$ cat src/rtl/core/ssds_pkg.sv
package ssds_pkg;

    // field widths
    localparam int unsigned ValueWidth = 11;
    localparam int unsigned PosWidth   = 2;
    localparam int unsigned SegWidth   = 8;
    localparam int unsigned DigitWidth = 4;
    localparam int unsigned RemWidth   = 7;

    // result queue depth default
    localparam int unsigned QueueDepthDefault = 4;

    // item kinds
    typedef enum logic {
        FUNC_LOAD = 1'b0,
        FUNC_TICK = 1'b1
    } func_t;

    // display positions
    localparam logic [PosWidth-1:0] POS_SIGN     = 2'd0;
    localparam logic [PosWidth-1:0] POS_HUNDREDS = 2'd1;
    localparam logic [PosWidth-1:0] POS_TENS     = 2'd2;
    localparam logic [PosWidth-1:0] POS_ONES     = 2'd3;

    // special segment patterns
    localparam logic [SegWidth-1:0] SEG_MINUS = 8'h40;
    localparam logic [SegWidth-1:0] SEG_DP    = 8'h80;
    localparam logic [SegWidth-1:0] SEG_BLANK = 8'h00;

    // registered input word: kind, sign, hundreds digit and remainder below one hundred
    typedef struct packed {
        func_t                 func;
        logic                  neg;
        logic [DigitWidth-1:0] hundreds;
        logic [RemWidth-1:0]   rem;
    } split_word_t;

    // one queue entry; a tick carries a blanking result ahead of the new position
    typedef struct packed {
        logic                tick;
        logic [PosWidth-1:0] first_pos;
        logic [PosWidth-1:0] pos;
        logic [SegWidth-1:0] seg;
    } scan_word_t;

    // digit to segment pattern, blank for codes above nine
    function automatic logic [SegWidth-1:0] digit_pattern(input logic [DigitWidth-1:0] d);
        logic [SegWidth-1:0] p;
        case (d)
            4'd0:    p = 8'h3f;
            4'd1:    p = 8'h06;
            4'd2:    p = 8'h5b;
            4'd3:    p = 8'h4f;
            4'd4:    p = 8'h66;
            4'd5:    p = 8'h6d;
            4'd6:    p = 8'h7d;
            4'd7:    p = 8'h07;
            4'd8:    p = 8'h7f;
            4'd9:    p = 8'h6f;
            default: p = SEG_BLANK;
        endcase
        return p;
    endfunction

    // pattern shown at a given position
    function automatic logic [SegWidth-1:0] position_pattern(
        input logic [PosWidth-1:0]   pos,
        input logic [DigitWidth-1:0] hundreds,
        input logic [DigitWidth-1:0] tens,
        input logic [DigitWidth-1:0] ones
    );
        logic [SegWidth-1:0] p;
        case (pos)
            POS_SIGN:     p = SEG_MINUS;
            POS_HUNDREDS: p = digit_pattern(hundreds);
            POS_TENS:     p = digit_pattern(tens) | SEG_DP;
            default:      p = digit_pattern(ones);
        endcase
        return p;
    endfunction

    // tens digit of a value below one hundred, x*205 >> 11
    function automatic logic [DigitWidth-1:0] tens_of(input logic [RemWidth-1:0] rem);
        logic [RemWidth+7:0] prod;
        prod = {8'd0, rem} * 15'd205;
        return prod[RemWidth+7:11];
    endfunction

    // ones digit of a value below one hundred
    function automatic logic [DigitWidth-1:0] ones_of(input logic [RemWidth-1:0] rem);
        logic [RemWidth-1:0] tens_part;
        logic [RemWidth-1:0] diff;
        tens_part = RemWidth'(tens_of(rem) * 4'd10);
        diff      = rem - tens_part;
        return diff[DigitWidth-1:0];
    endfunction

endpackage

$ cat src/rtl/core/ssds_split.sv
module ssds_split (
    input  logic                                  func,
    input  logic signed [ssds_pkg::ValueWidth-1:0] value,
    output ssds_pkg::split_word_t                 word
);
    import ssds_pkg::*;

    logic [ValueWidth-1:0] raw;
    logic [ValueWidth-1:0] mag;
    logic [ValueWidth+5:0] prod;
    logic [4:0]            q100;
    logic [4:0]            q_wrap;
    logic [ValueWidth-1:0] hund_part;
    logic [ValueWidth-1:0] rem_full;

    // magnitude, then split by one hundred with a reciprocal multiply (m*41 >> 12)
    always_comb
    begin
        raw       = ValueWidth'(value);
        mag       = raw[ValueWidth-1] ? (~raw + 1'b1) : raw;
        prod      = {6'd0, mag} * 17'd41;
        q100      = prod[ValueWidth+5:12];
        hund_part = ValueWidth'(q100 * 7'd100);
        rem_full  = mag - hund_part;
        // thousands digit dropped
        q_wrap    = (q100 >= 5'd10) ? (q100 - 5'd10) : q100;

        word.func     = func_t'(func);
        word.neg      = raw[ValueWidth-1];
        word.hundreds = q_wrap[DigitWidth-1:0];
        word.rem      = rem_full[RemWidth-1:0];
    end

endmodule

$ cat src/rtl/core/ssds_scan.sv
module ssds_scan (
    input  logic                  clk,
    input  logic                  rst_n,
    input  logic                  step,
    input  ssds_pkg::split_word_t word,
    output ssds_pkg::scan_word_t  entry
);
    import ssds_pkg::*;

    logic                  neg_reg;
    logic                  neg_next;
    logic [DigitWidth-1:0] hundreds_reg;
    logic [DigitWidth-1:0] hundreds_next;
    logic [DigitWidth-1:0] tens_reg;
    logic [DigitWidth-1:0] tens_next;
    logic [DigitWidth-1:0] ones_reg;
    logic [DigitWidth-1:0] ones_next;
    logic [PosWidth-1:0]   pos_reg;
    logic [PosWidth-1:0]   pos_next;
    logic [PosWidth-1:0]   adv;

    // load restarts the scan, tick blanks and advances
    always_comb
    begin
        neg_next      = neg_reg;
        hundreds_next = hundreds_reg;
        tens_next     = tens_reg;
        ones_next     = ones_reg;
        adv           = pos_reg + 1'b1;
        if (adv == POS_SIGN && !neg_reg)
        begin
            adv = POS_HUNDREDS;
        end
        if (word.func == FUNC_LOAD)
        begin
            neg_next        = word.neg;
            hundreds_next   = word.hundreds;
            tens_next       = tens_of(word.rem);
            ones_next       = ones_of(word.rem);
            pos_next        = word.neg ? POS_SIGN : POS_HUNDREDS;
            entry.tick      = 1'b0;
            entry.first_pos = pos_next;
        end
        else
        begin
            pos_next        = adv;
            entry.tick      = 1'b1;
            entry.first_pos = pos_reg;
        end
        entry.pos = pos_next;
        entry.seg = position_pattern(pos_next, hundreds_next, tens_next, ones_next);
    end

    // display state
    always_ff @(posedge clk or negedge rst_n)
    begin
        if (!rst_n)
        begin
            neg_reg      <= 1'b0;
            hundreds_reg <= '0;
            tens_reg     <= '0;
            ones_reg     <= '0;
            pos_reg      <= POS_HUNDREDS;
        end
        else if (step)
        begin
            neg_reg      <= neg_next;
            hundreds_reg <= hundreds_next;
            tens_reg     <= tens_next;
            ones_reg     <= ones_next;
            pos_reg      <= pos_next;
        end
    end

endmodule

$ cat src/rtl/core/ssds_fifo.sv
module ssds_fifo #(
    parameter int unsigned Depth = ssds_pkg::QueueDepthDefault
) (
    input  logic                 clk,
    input  logic                 rst_n,
    input  logic                 push,
    input  ssds_pkg::scan_word_t wdata,
    input  logic                 pop,
    output logic                 full,
    output logic                 empty,
    output ssds_pkg::scan_word_t head
);
    import ssds_pkg::*;

    localparam int unsigned PtrWidth   = (Depth > 1) ? $clog2(Depth) : 1;
    localparam int unsigned CountWidth = $clog2(Depth + 1);
    localparam logic [PtrWidth-1:0]   LastPtr  = PtrWidth'(Depth - 1);
    localparam logic [CountWidth-1:0] FullCnt  = CountWidth'(Depth);

    scan_word_t             entry_reg [Depth];
    logic [PtrWidth-1:0]    wr_ptr_reg;
    logic [PtrWidth-1:0]    wr_ptr_next;
    logic [PtrWidth-1:0]    rd_ptr_reg;
    logic [PtrWidth-1:0]    rd_ptr_next;
    logic [CountWidth-1:0]  count_reg;
    logic [CountWidth-1:0]  count_next;

    assign full  = (count_reg == FullCnt);
    assign empty = (count_reg == '0);
    assign head  = entry_reg[rd_ptr_reg];

    // pointer and fill count update
    always_comb
    begin
        wr_ptr_next = wr_ptr_reg;
        rd_ptr_next = rd_ptr_reg;
        count_next  = count_reg;
        if (push)
        begin
            wr_ptr_next = (wr_ptr_reg == LastPtr) ? '0 : wr_ptr_reg + 1'b1;
        end
        if (pop)
        begin
            rd_ptr_next = (rd_ptr_reg == LastPtr) ? '0 : rd_ptr_reg + 1'b1;
        end
        if (push && !pop)
        begin
            count_next = count_reg + 1'b1;
        end
        else if (pop && !push)
        begin
            count_next = count_reg - 1'b1;
        end
    end

    always_ff @(posedge clk or negedge rst_n)
    begin
        if (!rst_n)
        begin
            wr_ptr_reg <= '0;
            rd_ptr_reg <= '0;
            count_reg  <= '0;
        end
        else
        begin
            wr_ptr_reg <= wr_ptr_next;
            rd_ptr_reg <= rd_ptr_next;
            count_reg  <= count_next;
        end
    end

    // entry storage
    always_ff @(posedge clk)
    begin
        if (push)
        begin
            entry_reg[wr_ptr_reg] <= wdata;
        end
    end

endmodule

$ cat src/rtl/core/signed_seven_segment_scanner_core.sv
// An accepted word waits in the input register and enters the result queue when
// the queue has room; its first result word is valid once it is in the queue.
// Throughput: one input word per cycle while the queue is not full; a load gives
// one result word and a tick two, and the single result port delivering one word a
// cycle while result_stall is low sets the tick rate. Reset: queue and input register
// empty, display state a non-negative zero with the scan at the hundreds position.
module signed_seven_segment_scanner_core #(
    parameter int unsigned QUEUE_DEPTH = ssds_pkg::QueueDepthDefault
) (
    input  logic                                   clk,
    input  logic                                   rst_n,
    input  logic                                   item_valid,
    output logic                                   item_stall,
    input  logic                                   func,
    input  logic signed [ssds_pkg::ValueWidth-1:0] value,
    output logic                                   result_valid,
    input  logic                                   result_stall,
    output logic [ssds_pkg::PosWidth-1:0]          digit_select,
    output logic [ssds_pkg::SegWidth-1:0]          segments,
    output logic                                   last_of_run
);
    import ssds_pkg::*;

    split_word_t split_comb;
    split_word_t split_reg;
    logic        hold_valid_reg;
    logic        hold_valid_next;
    logic        accept;
    logic        step;
    scan_word_t  entry;
    scan_word_t  head;
    logic        q_full;
    logic        q_empty;
    logic        second;
    logic        pop;
    logic        phase_reg;
    logic        phase_next;

    // sign and hundreds split ahead of the input register
    ssds_split u_split (
        .func  (func),
        .value (value),
        .word  (split_comb)
    );

    // input register handshake
    assign item_stall = hold_valid_reg && q_full;
    assign accept     = item_valid && !item_stall;
    assign step       = hold_valid_reg && !q_full;

    always_comb
    begin
        hold_valid_next = hold_valid_reg;
        if (accept)
        begin
            hold_valid_next = 1'b1;
        end
        else if (step)
        begin
            hold_valid_next = 1'b0;
        end
    end

    always_ff @(posedge clk)
    begin
        if (accept)
        begin
            split_reg <= split_comb;
        end
    end

    // scan state and pattern generation
    ssds_scan u_scan (
        .clk   (clk),
        .rst_n (rst_n),
        .step  (step),
        .word  (split_reg),
        .entry (entry)
    );

    // result queue
    ssds_fifo #(
        .Depth (QUEUE_DEPTH)
    ) u_fifo (
        .clk   (clk),
        .rst_n (rst_n),
        .push  (step),
        .wdata (entry),
        .pop   (pop),
        .full  (q_full),
        .empty (q_empty),
        .head  (head)
    );

    // output side: a tick entry gives its blanking word first
    assign result_valid = !q_empty;
    assign second       = !head.tick || phase_reg;
    assign digit_select = second ? head.pos : head.first_pos;
    assign segments     = second ? head.seg : SEG_BLANK;
    assign last_of_run  = second;
    assign pop          = result_valid && !result_stall && second;

    always_comb
    begin
        phase_next = phase_reg;
        if (result_valid && !result_stall)
        begin
            phase_next = !second;
        end
    end

    always_ff @(posedge clk or negedge rst_n)
    begin
        if (!rst_n)
        begin
            hold_valid_reg <= 1'b0;
            phase_reg      <= 1'b0;
        end
        else
        begin
            hold_valid_reg <= hold_valid_next;
            phase_reg      <= phase_next;
        end
    end

endmodule

$ cat config.mk
export PLATFORM = sky130hd
export DESIGN_NAME = signed_seven_segment_scanner_core
export DESIGN_NICKNAME = d
export VERILOG_FILES = /design/src/rtl/core/ssds_pkg.sv /design/src/rtl/core/ssds_split.sv /design/src/rtl/core/ssds_scan.sv /design/src/rtl/core/ssds_fifo.sv /design/src/rtl/core/signed_seven_segment_scanner_core.sv
export SDC_FILE = /design/constraint.sdc
export NUM_CORES = 1
export LEC_CHECK = 0
export BUFFER_PORTS_ARGS = -buffer_cell sky130_fd_sc_hd__buf_2
export CORE_MARGIN = 2
export CORE_UTILIZATION = 30
export DETAILED_ROUTE_END_ITERATION = 7
export GPL_ROUTABILITY_DRIVEN = 1
export PLACE_DENSITY_LB_ADDON = 0.05
export SLEW_MARGIN = 10
export SYNTH_ARGS = -nofsm -noshare
export SYNTH_HDL_FRONTEND = slang
export SYNTH_HIERARCHICAL = 1
export SYNTH_SLANG_ARGS = --single-unit
$ cat constraint.sdc
create_clock -name clk -period 14.3 [get_ports clk]
set_input_delay 2.145 -clock clk [delete_from_list [all_inputs] [get_ports clk]]
set_output_delay 2.145 -clock clk [all_outputs]
set_load 0.005 [all_outputs]
Word-level counts from Yosys, hierarchy flattened

Memory sizes are Yosys's and may differ from the RTL's.
Index checks and enable logic that the tools add are counted.

Add/sub/neg operators: 9
$mul: 4
$lt $le $gt $ge: 1
Equal/unequal tests: 5
Muxes and demuxes: 20
Bitwise operators: 2
Reductions and logical operators: 24

Operators by type and width:

| kind                    | number |
|---|---|
| $pmux W8 S3             | 1 |
| $mul A11 B6 Y17 const B | 1 |
| $mux W4                 | 4 |
| $mul A7 B8 Y15 const B  | 1 |
| $add A11 B1 Y11 const B | 1 |
| $mux W11                | 1 |
| $not A11 Y11            | 1 |
| $mux W2                 | 5 |
| $logic_not A1 Y1        | 9 |
| $mux W3                 | 3 |
| $logic_and A1 B1 Y1     | 8 |
| $mux W8                 | 1 |
| $sub A7 B7 Y7           | 1 |
| $add A2 B1 Y2 const B   | 3 |
| $eq A2 B2 Y1 const B    | 3 |
| $ge A5 B4 Y1 const B    | 1 |
| $mul A5 B4 Y5 const B   | 1 |
| $mux W1                 | 5 |
| $logic_not A2 Y1        | 2 |
| $mul A4 B3 Y3 const B   | 1 |
| $reduce_bool A2 Y1      | 2 |
| $sub A4 B4 Y4           | 1 |
| $sub A4 B4 Y4 const B   | 1 |
| $add A3 B1 Y3 const B   | 1 |
| other kinds (7)         | 7 |

Register bits after elaboration: 37
Memory bits (writable): 52
Bits in read-only memories: 336
Input port bits: 16
Output and inout port bits: 13
Logic and storage cells: 83
Memories: 4

Memory list:

| memory           | depth | width | read ports | clocked after memory_dff | write ports | RTL line        | source |
|---|---|---|---|---|---|---|---|
| (no name shown)  | 16    | 7     | 1          | 0                        | 0           | ssds_pkg.sv:49  | `case (d)` |
| (no name shown)  | 16    | 7     | 1          | 0                        | 0           | ssds_pkg.sv:49  |  |
| (no name shown)  | 16    | 7     | 1          | 0                        | 0           | ssds_pkg.sv:49  |  |
| u_fifo.entry_reg | 4     | 13    | 1          | 0                        | 1           | ssds_fifo.sv:20 | `scan_word_t entry_reg [Depth];` |

Longest topological paths before layout

Gate-level depths: netlist (run 1).

Depth in word-level cells: 7
Gate-level depth with buffers: 21
Gate-level depth less buffers: 21

Hierarchy

Netlist (run 1), hierarchy kept.

Modules (own cells, without submodules):

| module                            | instances | cells an instance | area an instance (um2) | seq. area each (um2) |
|---|---|---|---|---|
| ssds_scan                         | 1         | 296               | 2471.1                 | 376.6 |
| ssds_fifo                         | 1         | 105               | 2322.2                 | 1736.7 |
| ssds_split                        | 1         | 183               | 1561.5                 | 0.0 |
| signed_seven_segment_scanner_core | 1         | 35                | 593.1                  | 440.4 |

Worst setup path after synthesis (run 1)

Ideal clock, no wire load.

Kind: input to register
Start: in value[3] (netlist name)
End: reg split_reg[6] (netlist name), data pin
Setup time: 0.263 ns
Arrival time: 6.378 ns
Data required time: 14.037 ns
Path slack: 7.659 ns
Stages: 18
Path buffers: 0
Cell sequence: nor3_1 -> nand2_1 -> nor4_1 -> ha_1 -> ha_1 -> ha_1 -> ha_1 -> and3_1 -> or2_0 -> a221o_1 -> a31oi_1 -> nor2_1 -> ha_1 -> inv_1 -> ha_1 -> a31oi_1 -> o21ai_1 -> xor2_1

RTL lines:

| element              | RTL line                                | source |
|---|---|---|
| start, declared      | signed_seven_segment_scanner_core.sv:15 | `input logic signed [ssds_pkg::ValueWidth-1:0] value,` |
| end signal, assigned | signed_seven_segment_scanner_core.sv:68 | `split_reg <= split_comb;` |
| end, declared        | signed_seven_segment_scanner_core.sv:25 | `split_word_t split_reg;` |

==> results of run 1 <==
-- worst max-delay path, stage by stage --
cell and delay (ns):
buf_2 0.13, nor3_1 0.43, nand2_1 0.15, nor4_1 0.74
ha_1 0.38, ha_1 0.30, ha_1 0.30, ha_1 0.40
and3_1 0.25, or2_0 0.22, a221o_1 0.32, a31oi_1 0.20
nor2_1 0.14, ha_1 0.30, inv_1 0.04, ha_1 0.30
a31oi_1 0.16, o21ai_1 0.09, xor2_1 0.17
-- synth_stat cells (3+ instances only) --
library cell and n:
a211o_1 4, a211oi_1 3, a21o_1 4, a21oi_1 25, a221oi_1 3, a31oi_1 10, and2_1 19, and3_1 4
buf_2 5, buf_4 5, clkbuf_1 3, dfrtp_1 23, edfxtp_1 65, fa_1 16, ha_1 96, inv_1 67
mux2_2 13, mux2i_1 10, mux4_1 5, mux4_2 8, nand2_1 41, nand2b_1 4, nand3_1 12, nand4_1 7
nor2_1 22, nor2b_1 4, nor3_1 14, nor3b_1 3, o211ai_1 6, o21a_1 4, o21ai_0 29, o21ai_2 3
o221ai_1 4, o31ai_2 3, xnor2_1 16, xnor2_2 3, xor2_1 10
-- cells by family after synthesis --
family / after synthesis
AOI/OAI and AO/OA: 122
xor gates and xnor gates: 31
and+or+nand+nor: 145
buffers and inverters: 84
muxes: 36
adders and majority gates: 112
DFF: 89
-- layer usage --
metal,vias to the layer above,GRT usage (%),share of wire [%]
met1,2233,17.2,49
met2,68,22.1,47
li1,2321,-,-
met4,0,3.80,1.4
met3,16,2.53,2.7
met5,-,0,0
-- area by class of cell --
| class | count | area [um^2] | area share, % |
|---|---|---|---|
| sequential | 89 | 2550 | 33.4 |
| tap | 285 | 357 | 4.66 |
| clock inverter | 4 | 32.5 | 0.425 |
| clock buffer | 12 | 278 | 3.63 |
| multi-input combinational | 446 | 4020 | 52.6 |
| timing repair buffer | 30 | 155 | 2.03 |
| inverter | 68 | 255 | 3.33 |
-- metrics by stage --
stage | utilization, % | setup WS, ns
CTS | 33.7 | 7.26
global placement | 32.3 | 7.07
global route | 33.7 | 6.81
detailed placement | 32.3 | 6.91
finish | 33.7 | 7.22
floorplan | - | 7.66
-- worst paths after layout --
path | from | endpoint | slack, ns | cells after the start
setup / recovery | value[3] | split_reg[6] | 7.22 | 19
hold / removal | u_scan/ones_reg[1] | u_scan/ones_reg[1] | 0.48 | 2
setup reg to reg | split_reg[4] | u_fifo/entry_reg[2][0] | 8.36 | 19
hold reg to reg | u_scan/ones_reg[1] | u_scan/ones_reg[1] | 0.48 | 2
max in group asynchronous | rst_n | hold_valid_reg | 12.09 | 1
min in group asynchronous | rst_n | u_scan/tens_reg[0] | 1.79 | 1
==> results by group, run 1 <==
Final layout
  – Filler Cell Count: between 2,000 and 2,500
  – Commonest non-fill, non-tap cell in the layout: ha_1
  – Ratio of cells with drive above 1 in the final layout: between 10% and 20%
  – Non-filler cells, final: ~930
  – Syn-to-layout area delta: 10.2%
  – Max reg flops: 52
  – Most frequent cells in the layout: ha_1, inv_1, edfxtp_1
  – Ant diodes: 0
  – # nets final: between 700 and 800
  – Fin area: 0.00765 mm^2

Synth
  – Flops & latches, synth: 89
  – Largest cells by area after synthesis: edfxtp_1, ha_1, dfrtp_1
  – Synth Flop Type: edfxtp_1
  – Seq/Total Area, Yosys: between 30% and 40%
  – Share of the synthesized area in the top cell type: between 20% and 30%
  – Yosys warns: 6
  – Post-Syn Area: just under 0.007 mm^2
  – Avg Cell Area, Syn: roughly 11 um^2
  – Synth Area in Compound Gates: approximately an eighth
  – Share of synthesized flip-flops with an asynchronous set or reset: around 27%
  – Post-synthesis cell count: slightly above 600
  – Syn_nets: 747
  – Mux share of post-synthesis cell area: under 10%
  – Post-synthesis adder-cell area fraction: a little over a fifth
  – Cell taking the most area after synthesis: edfxtp_1
  – Largest family of logic cells by synthesized area: adder cells
  – Post-Synth XOR/XNOR Area: 4.45%
  – Synth Area in Simple Gates: between 10% and 20%
  – Distinct cells, synth: between 70 and 80
  – EDFF count, synth: 65

Timing
  – Slew Viols, Final: 0
  – RSZ-0062 raised after global routing: false
  – Final setup fails: 0
  – FMAX: around 140 MHz
  – Crit share post-route: between 40% and 50%
  – Relative slew slack: 40.4%
  – Final hold violation count: 0
  – Layout Skew: around 0.0066 ns
  – Slew @ Worst Pin: between 0.8 and 0.9 ns
  – Fin crit period: approximately 7.1 ns
  – Final Hold Slack: between 0.4 and 0.5 ns
  – Setup TNS: 0 ns

Floorplanning
  – Core area: 0.0227 mm^2
  – # rows: 55
  – Initial core utilization: 30.6%
  – Ports: 29
  – Die Wd: approximately 160 um
  – DIE HEIGHT: roughly 160 um
  – Total Die Area: 0.0244 mm^2

Clocking
  – Clock buffers created by TritonCTS: 9
  – H-tree depth: 3
  – Clk sinks: 89
  – Max clock buf depth: 2
  – Hold buffer count at CTS: 0
  – Root buffer cell: clkbuf_16
  – CTS tree: yes
  – Worst-Skew Late Latency: roughly 0.35 ns
  – PostCTS Resize Cnt: 0
  – Post CTS Setup Buffer Count: 0
  – Reg clk slew, reported paths: about 0.070 ns

Worst setup path
  – CP endpoint kind: flip-flop
  – Worst Path Required: ~14 ns
  – CP max FO: 6
  – CP arrival: 7.17 ns
  – Crit Path Class: in2reg
  – Crit start category: primary input

Drt
  – Final antenna-violating net count: 0
  – Via/cell ratio: 4.97
  – WL final: 15,300 um
  – Vias: 4,638
  – Iter 0 DRT Violations: 270
  – # DRC: 0
  – WL/cell: ~16 um
  – First-pass DRT Iterations: 4

Global routing
  – Vias in the first global route: roughly 4,800
  – Overall routing resource usage: a little over an eighth
  – Largest net degree at the start of global routing: 30
  – First-pass GRT wire length: 25,000 um
  – Grt ovf: 0
  – Initial antenna violation count: 0

Placed design
  – DP Wirelength: about 12,000 um
  – Placed cell count: between 900 and 1,000
  – # port buffers: 28
  – Gp weighted congestion: ~0.84
  – Dpl cell area: between 0.007 and 0.008 mm^2

Worst hold path
  – Hold WC Path Type: reg2reg

Run
  – Max-Cap Viols: 0

Run status
  – Status: finished clean
Power of run 1 is left out: the tool's default activity adds up to more than one toggle a clock period on the data nets, which glitch-free logic cannot reach.
==> run 2: changes to the inputs <==
- ABC_AREA: not set -> 1
- clock period: 14.3 -> 6.7 ns (I/O delays scaled with it)
==> results by group, run 2 <==
Run status
  – Status: finished clean

Clocking
  – PostCTS Resize Cnt: 0 (unchanged)
  – Clock buffers created by TritonCTS: 9 (unchanged)
  – Root buffer cell: clkbuf_16
  – Clk sinks: 89 (unchanged)
  – Reg clk slew, reported paths: 0.07 ns (about the same)
  – CTS tree: yes
  – H-tree depth: 3 (unchanged)
  – Worst-Skew Late Latency: 0.35 ns (about the same)
  – Max clock buf depth: 2 (unchanged)
  – Hold buffer count at CTS: 0 (unchanged)
  – Post CTS Setup Buffer Count: 0 (unchanged)

Synth
  – Cell taking the most area after synthesis: edfxtp_1
  – Leading cell types by count after synthesis: nand2_1, inv_1, ha_1
  – Syn_nets: 982 (+31%)
  – Yosys warns: 6 (unchanged)
  – Avg Cell Area, Syn: 8.47 um^2 (-25%)
  – Largest cells by area after synthesis: edfxtp_1, ha_1, nand2_1
  – Share of the synthesized area in the top cell type: 27.0% (-1.1 points)
  – Share of synthesized flip-flops with an asynchronous set or reset: 27.0% (unchanged)
  – Distinct cells, synth: 44 (-41%)
  – Seq/Total Area, Yosys: 35.3% (-1.4 points)
  – Post-synthesis cell count: 854 (+38%)
  – Synth Flop Type: edfxtp_1
  – Post-Syn Area: 0.00723 mm^2 (+4.1%)
  – Flops & latches, synth: 89 (unchanged)
  – Most common cell in the netlist: nand2_1
  – EDFF count, synth: 65 (unchanged)

Global routing
  – Largest net degree at the start of global routing: 54 (+80%)
  – Overall routing resource usage: 13.3% (+0.14 points)
  – Initial antenna violation count: 0 (unchanged)
  – First-pass GRT wire length: 27,000 um (+8.3%)
  – Vias in the first global route: 5,343 (+12%)
  – Grt ovf: 0 (unchanged)

Placed design
  – DP Wirelength: 12,700 um (+6.4%)
  – # port buffers: 28 (unchanged)
  – Gp weighted congestion: 0.819 (-2.5%)

Drt
  – # DRC: 0 (unchanged)
  – Via/cell ratio: 4.46 (-10%)
  – Iter 0 DRT Violations: 249 (-7.8%)
  – WL final: 16,200 um (+5.9%)
  – First-pass DRT Iterations: 5 (+1)
  – Vias: 5,381 (+16%)
  – Final antenna-violating net count: 0 (unchanged)
  – WL/cell: 13.4 um (-18%)

Final layout
  – Most frequent cells in the layout: nand2_1, inv_1, ha_1
  – Ratio of cells with drive above 1 in the final layout: 13.1% (-1.6 points)
  – # nets final: 1,011 (+31%)
  – Ant diodes: 0 (unchanged)
  – Syn-to-layout area delta: 10.1% (about the same)
  – Max reg flops: 52 (unchanged)
  – Commonest non-fill, non-tap cell in the layout: nand2_1

Timing
  – Setup TNS: 0 ns (unchanged)
  – Final hold violation count: 0 (unchanged)
  – Final setup fails: 0 (unchanged)
  – Slew Viols, Final: 0 (unchanged)
  – RSZ-0062 raised after global routing: false
  – Slew @ Worst Pin: 0.843 ns (-0.0508 ns)
  – FMAX: between 150 and 200 MHz
  – Fin crit period: 5.13 ns
  – Layout Skew: 0.0107 ns (+0.00410 ns)
  – Crit share post-route: about 77%
  – Final Hold Slack: 0.487 ns (+0.00585 ns)
  – Relative slew slack: 43.8% (+3.4 points)

Worst setup path
  – Crit start category: primary input
  – CP max FO: 6 (unchanged)
  – CP endpoint kind: flip-flop
  – Crit Path Class: in2reg
  – CP arrival: 5.24 ns (-1.93 ns)
  – Worst Path Required: 6.80 ns (-7.59 ns)

Floorplanning
  – Initial core utilization: 30.7% (+0.12 points)
  – Core area: 0.0235 mm^2 (+3.7%)
  – Total Die Area: 0.0254 mm^2 (+4.0%)
  – # rows: 56 (+1.8%)
  – Die Wd: 159 um (+2.0%)
  – Ports: 29 (unchanged)
  – DIE HEIGHT: 159 um (+2.0%)

Worst hold path
  – Hold WC Path Type: reg2reg

Run
  – Max-Cap Viols: 0 (unchanged)
## run 2: metal layers
metal,part of all wire (%),global-route usage [%],vias up
met5,0,0,-
met4,1.3,3.97,0
met1,46,16.6,2482
met3,2.3,1.80,13
met2,50,23.8,68
li1,-,-,2818
## run 2: worst max-delay path: stages
cell	delay [ns]
buf_2	0.15
inv_1	0.08
ha_1	0.20
inv_1	0.08
nand2_1	0.06
xor2_1	0.30
ha_1	0.32
fa_1	0.46
ha_1	0.31
ha_1	0.33
nand4_1	0.10
a21oi_1	0.18
nand3_1	0.11
nand2_2	0.10
nand3_1	0.07
nand2_1	0.08
xor2_1	0.21
inv_1	0.11
ha_1	0.29
inv_1	0.04
ha_1	0.31
nand3_1	0.09
nand2_1	0.05
inv_1	0.06
nand2_1	0.05
nand2_1	0.05
nand2_1	0.04
## run 2: layout make-up
class	count	area (um^2)
fill	2500	15600
multi-input combinational	591	3930
sequential	89	2550
inverter	159	602
tap	319	399
clock buffer	9	225
timing repair buffer	33	178
clock inverter	7	67.6
## run 2: cell families after synthesis
kind of cell,count (synthesis),synth area share [%]
flip-flops,89,35.3
AO/OA/AOI/OAI,103,9.17
multiplexers,1,0.138
AND/OR/NAND/NOR,360,22.2
adder cells (fa/ha/maj),112,21.0
buffers and inverters,174,10.3
XOR/XNOR,15,1.82
## run 2: stage by stage
stage / worst slack, ns / cell area [um^2] / std cells / utilization (%)
floorplan: 1.77 / 7230 / 854 / -
global placement: 1.18 / 7660 / 1191 / 32.6
detailed placement: 1.17 / 7660 / 1191 / 32.6
CTS: 1.52 / 7960 / 1207 / 33.8
global route: 1.09 / 7960 / 1207 / 33.8
finish: 1.57 / 7960 / 1207 / 33.8
## run 2: worst paths after layout
path | from | to | slack [ns] | cells after the start
setup / recovery | value[0] | split_reg[6] | 1.57 | 27
hold / removal | u_scan/tens_reg[0] | u_scan/tens_reg[0] | 0.49 | 2
max in group asynchronous | rst_n | u_scan/hundreds_reg[0] | 5.60 | 1
min in group asynchronous | rst_n | u_fifo/count_reg[0] | 0.68 | 1
setup reg to reg | split_reg[4] | u_fifo/entry_reg[1][6] | 1.62 | 24
hold reg to reg | u_scan/tens_reg[0] | u_scan/tens_reg[0] | 0.49 | 2
Power of run 2 is left out for the same reason.
==> run 3: changes to the inputs <==
- clock period: 6.7 -> 5.3 ns (I/O delays scaled with it)
==> results by group, run 3 (synthesis gave the netlist of run 2 again) <==
Timing
  – Slew @ Worst Pin: 0.897 ns (+0.0536 ns)
  – Crit share post-route: a little over nine tenths
  – Relative slew slack: 40.2% (-3.6 points)
  – Fin crit period: between 4 and 5 ns
  – Final setup fails: 0 (unchanged)
  – FMAX: between 200 and 250 MHz
  – Slew Viols, Final: 0 (unchanged)
  – Layout Skew: 0.00843 ns (-0.00225 ns)
  – Final hold violation count: 0 (unchanged)

Worst setup path
  – CP max FO: 6 (unchanged)
  – Worst path most repeated cell: nand2_1
  – Critical R2R Launch: split_reg[4]
  – Worst Path Required: 5.50 ns (-1.30 ns)
  – Crit path from: split_reg[4]
  – CP top delay family: adder cells
  – Max stage delay on crit path: 0.51 ns (+0.05 ns)
  – CP endpoint kind: flip-flop
  – Worst Path Buf+Inv: 5 (-1)
  – CP arrival: 5.19 ns (-0.05 ns)
  – Number of cells on the critical path: 26 (-3.7%)
  – Worst Setup EP: u_fifo/entry_reg[2][6]
  – Worst r2r dst: u_fifo/entry_reg[2][6]
  – Flop2flop setup slack: 0.31 ns (-1.31 ns)
  – Crit start category: flip-flop
  – Crit Path Class: reg2reg
  – Crit-path slowest cell: fa_1
  – Register-to-Register Path Depth: 26 (+8.3%)

Global routing
  – Largest net degree at the start of global routing: 54 (unchanged)
  – Overall routing resource usage: 13.2% (-0.063 points)
  – Vias in the first global route: 5,324 (-0.36%)
  – First-pass GRT wire length: 26,800 um (-0.97%)
  – Initial antenna violation count: 0 (unchanged)
  – Grt ovf: 0 (unchanged)

Drt
  – First-pass DRT Iterations: 4 (-1)
  – Vias: 5,405 (+0.45%)
  – Via/cell ratio: 4.43 (-0.71%)
  – Final antenna-violating net count: 0 (unchanged)
  – Iter 0 DRT Violations: 235 (-5.6%)
  – WL/cell: 13.2 um (-1.3%)
  – WL final: 16,100 um (-0.17%)
  – # DRC: 0 (unchanged)

Clocking
  – Worst-Skew Late Latency: 0.35 ns (about the same)
  – CTS tree: yes
  – Hold buffer count at CTS: 0 (unchanged)
  – Reg clk slew, reported paths: 0.07 ns (about the same)
  – Root buffer cell: clkbuf_16
  – H-tree depth: 3 (unchanged)
  – Clk sinks: 89 (unchanged)
  – Max clock buf depth: 2 (unchanged)
  – Clock buffers created by TritonCTS: 9 (unchanged)

Floorplanning
  – Die Wd: 159 um (unchanged)
  – DIE HEIGHT: 159 um (unchanged)
  – Ports: 29 (unchanged)
  – Initial core utilization: 30.7% (unchanged)
  – Core area: 0.0235 mm^2 (unchanged)
  – Total Die Area: 0.0254 mm^2 (unchanged)
  – # rows: 56 (unchanged)

Final layout
  – Finished Core Util: 34.4% (+0.60 points)
  – Most frequent cells in the layout: nand2_1, inv_1, ha_1
  – Ratio of cells with drive above 1 in the final layout: 14.9% (+1.8 points)
  – # nets final: 1,025 (+1.4%)
  – Ant diodes: 0 (unchanged)
  – Area of the multi-input gates: 0.00395 mm^2 (+0.45%)
  – Max reg flops: 52 (unchanged)
  – Syn-to-layout area delta: 12.0%
  – Filler Cell Count: 2,508 (+0.32%)
  – Commonest non-fill, non-tap cell in the layout: nand2_1
  – Sequential standard cell area: 0.00255 mm^2 (unchanged)

Worst hold path
  – Hold WC Path Type: in2async

Run status
  – Status: finished clean

Placed design
  – DP Wirelength: 12,700 um (-0.21%)
  – Gp weighted congestion: 0.800 (-2.4%)
  – # port buffers: 28 (unchanged)

Run
  – Max-Cap Viols: 0 (unchanged)
[run 3: cell count changes in the layout (fill, tap and decap cells not counted), sizes merged]
| cell | previous run | this run |
|---|---|---|
| bufinv | 0 | 1 |
| clkinvlp | 1 | 2 |
| inv | 163 | 161 |
| buf | 33 | 47 |
[run 3: layer usage]
layer | vias to the layer above | share of wire [%] | GRT usage, %
li1 | 2846 | - | -
met1 | 2478 | 47 | 16.5
met2 | 65 | 49 | 23.0
met3 | 16 | 2.4 | 2.24
met4 | 0 | 1.6 | 4.50
met5 | - | 0 | 0
[run 3: what timing repair did]
item	CTS	global route
buffers inserted	0	7
setup endpoints to repair	0	25
gates resized for setup	0	4
[run 3: per-stage QoR]
| stage | setup slack [ns] | instance area, um^2 | instances | hold slack, ns | TNS [ns] |
|---|---|---|---|---|---|
| finish | 0.309 | 8100 | 1221 | 0.457 | 0 |
| global route | -0.00691 | 8100 | 1221 | 0.496 | -0.0402 |
| CTS | 0.206 | 8030 | 1214 | 0.474 | 0 |
| detailed placement | 0.00790 | 7720 | 1198 | 0.469 | 0 |
| global placement | 0.165 | 7720 | 1198 | 0.461 | 0 |
| floorplan | 0.578 | 7230 | 854 | 0.445 | 0 |
[run 3: layout make-up]
type	instances	share of cell area, %
tap	319	4.93
clock buffer	9	2.78
inverter	159	7.43
clock inverter	7	1.05
sequential	89	31.5
timing repair buffer	47	3.49
multi-input combinational	591	48.8
[run 3: worst min-delay path by stage]
stage / start / to / slack [ns] / cells after the start
6_report: rst_n / u_fifo/count_reg[0] / 0.46 / 1
2_1_floorplan: u_scan/hundreds_reg[0] / u_scan/hundreds_reg[0] / 0.45 / 2
3_3_place_gp: u_scan/tens_reg[0] / u_scan/tens_reg[0] / 0.46 / 2
4_1_cts: rst_n / u_fifo/rd_ptr_reg[1] / 0.47 / 1
3_5_place_dp: u_scan/hundreds_reg[2] / u_scan/hundreds_reg[2] / 0.47 / 2
5_1_grt: rst_n / u_fifo/count_reg[0] / 0.50 / 1
Power of run 3 is left out for the same reason.
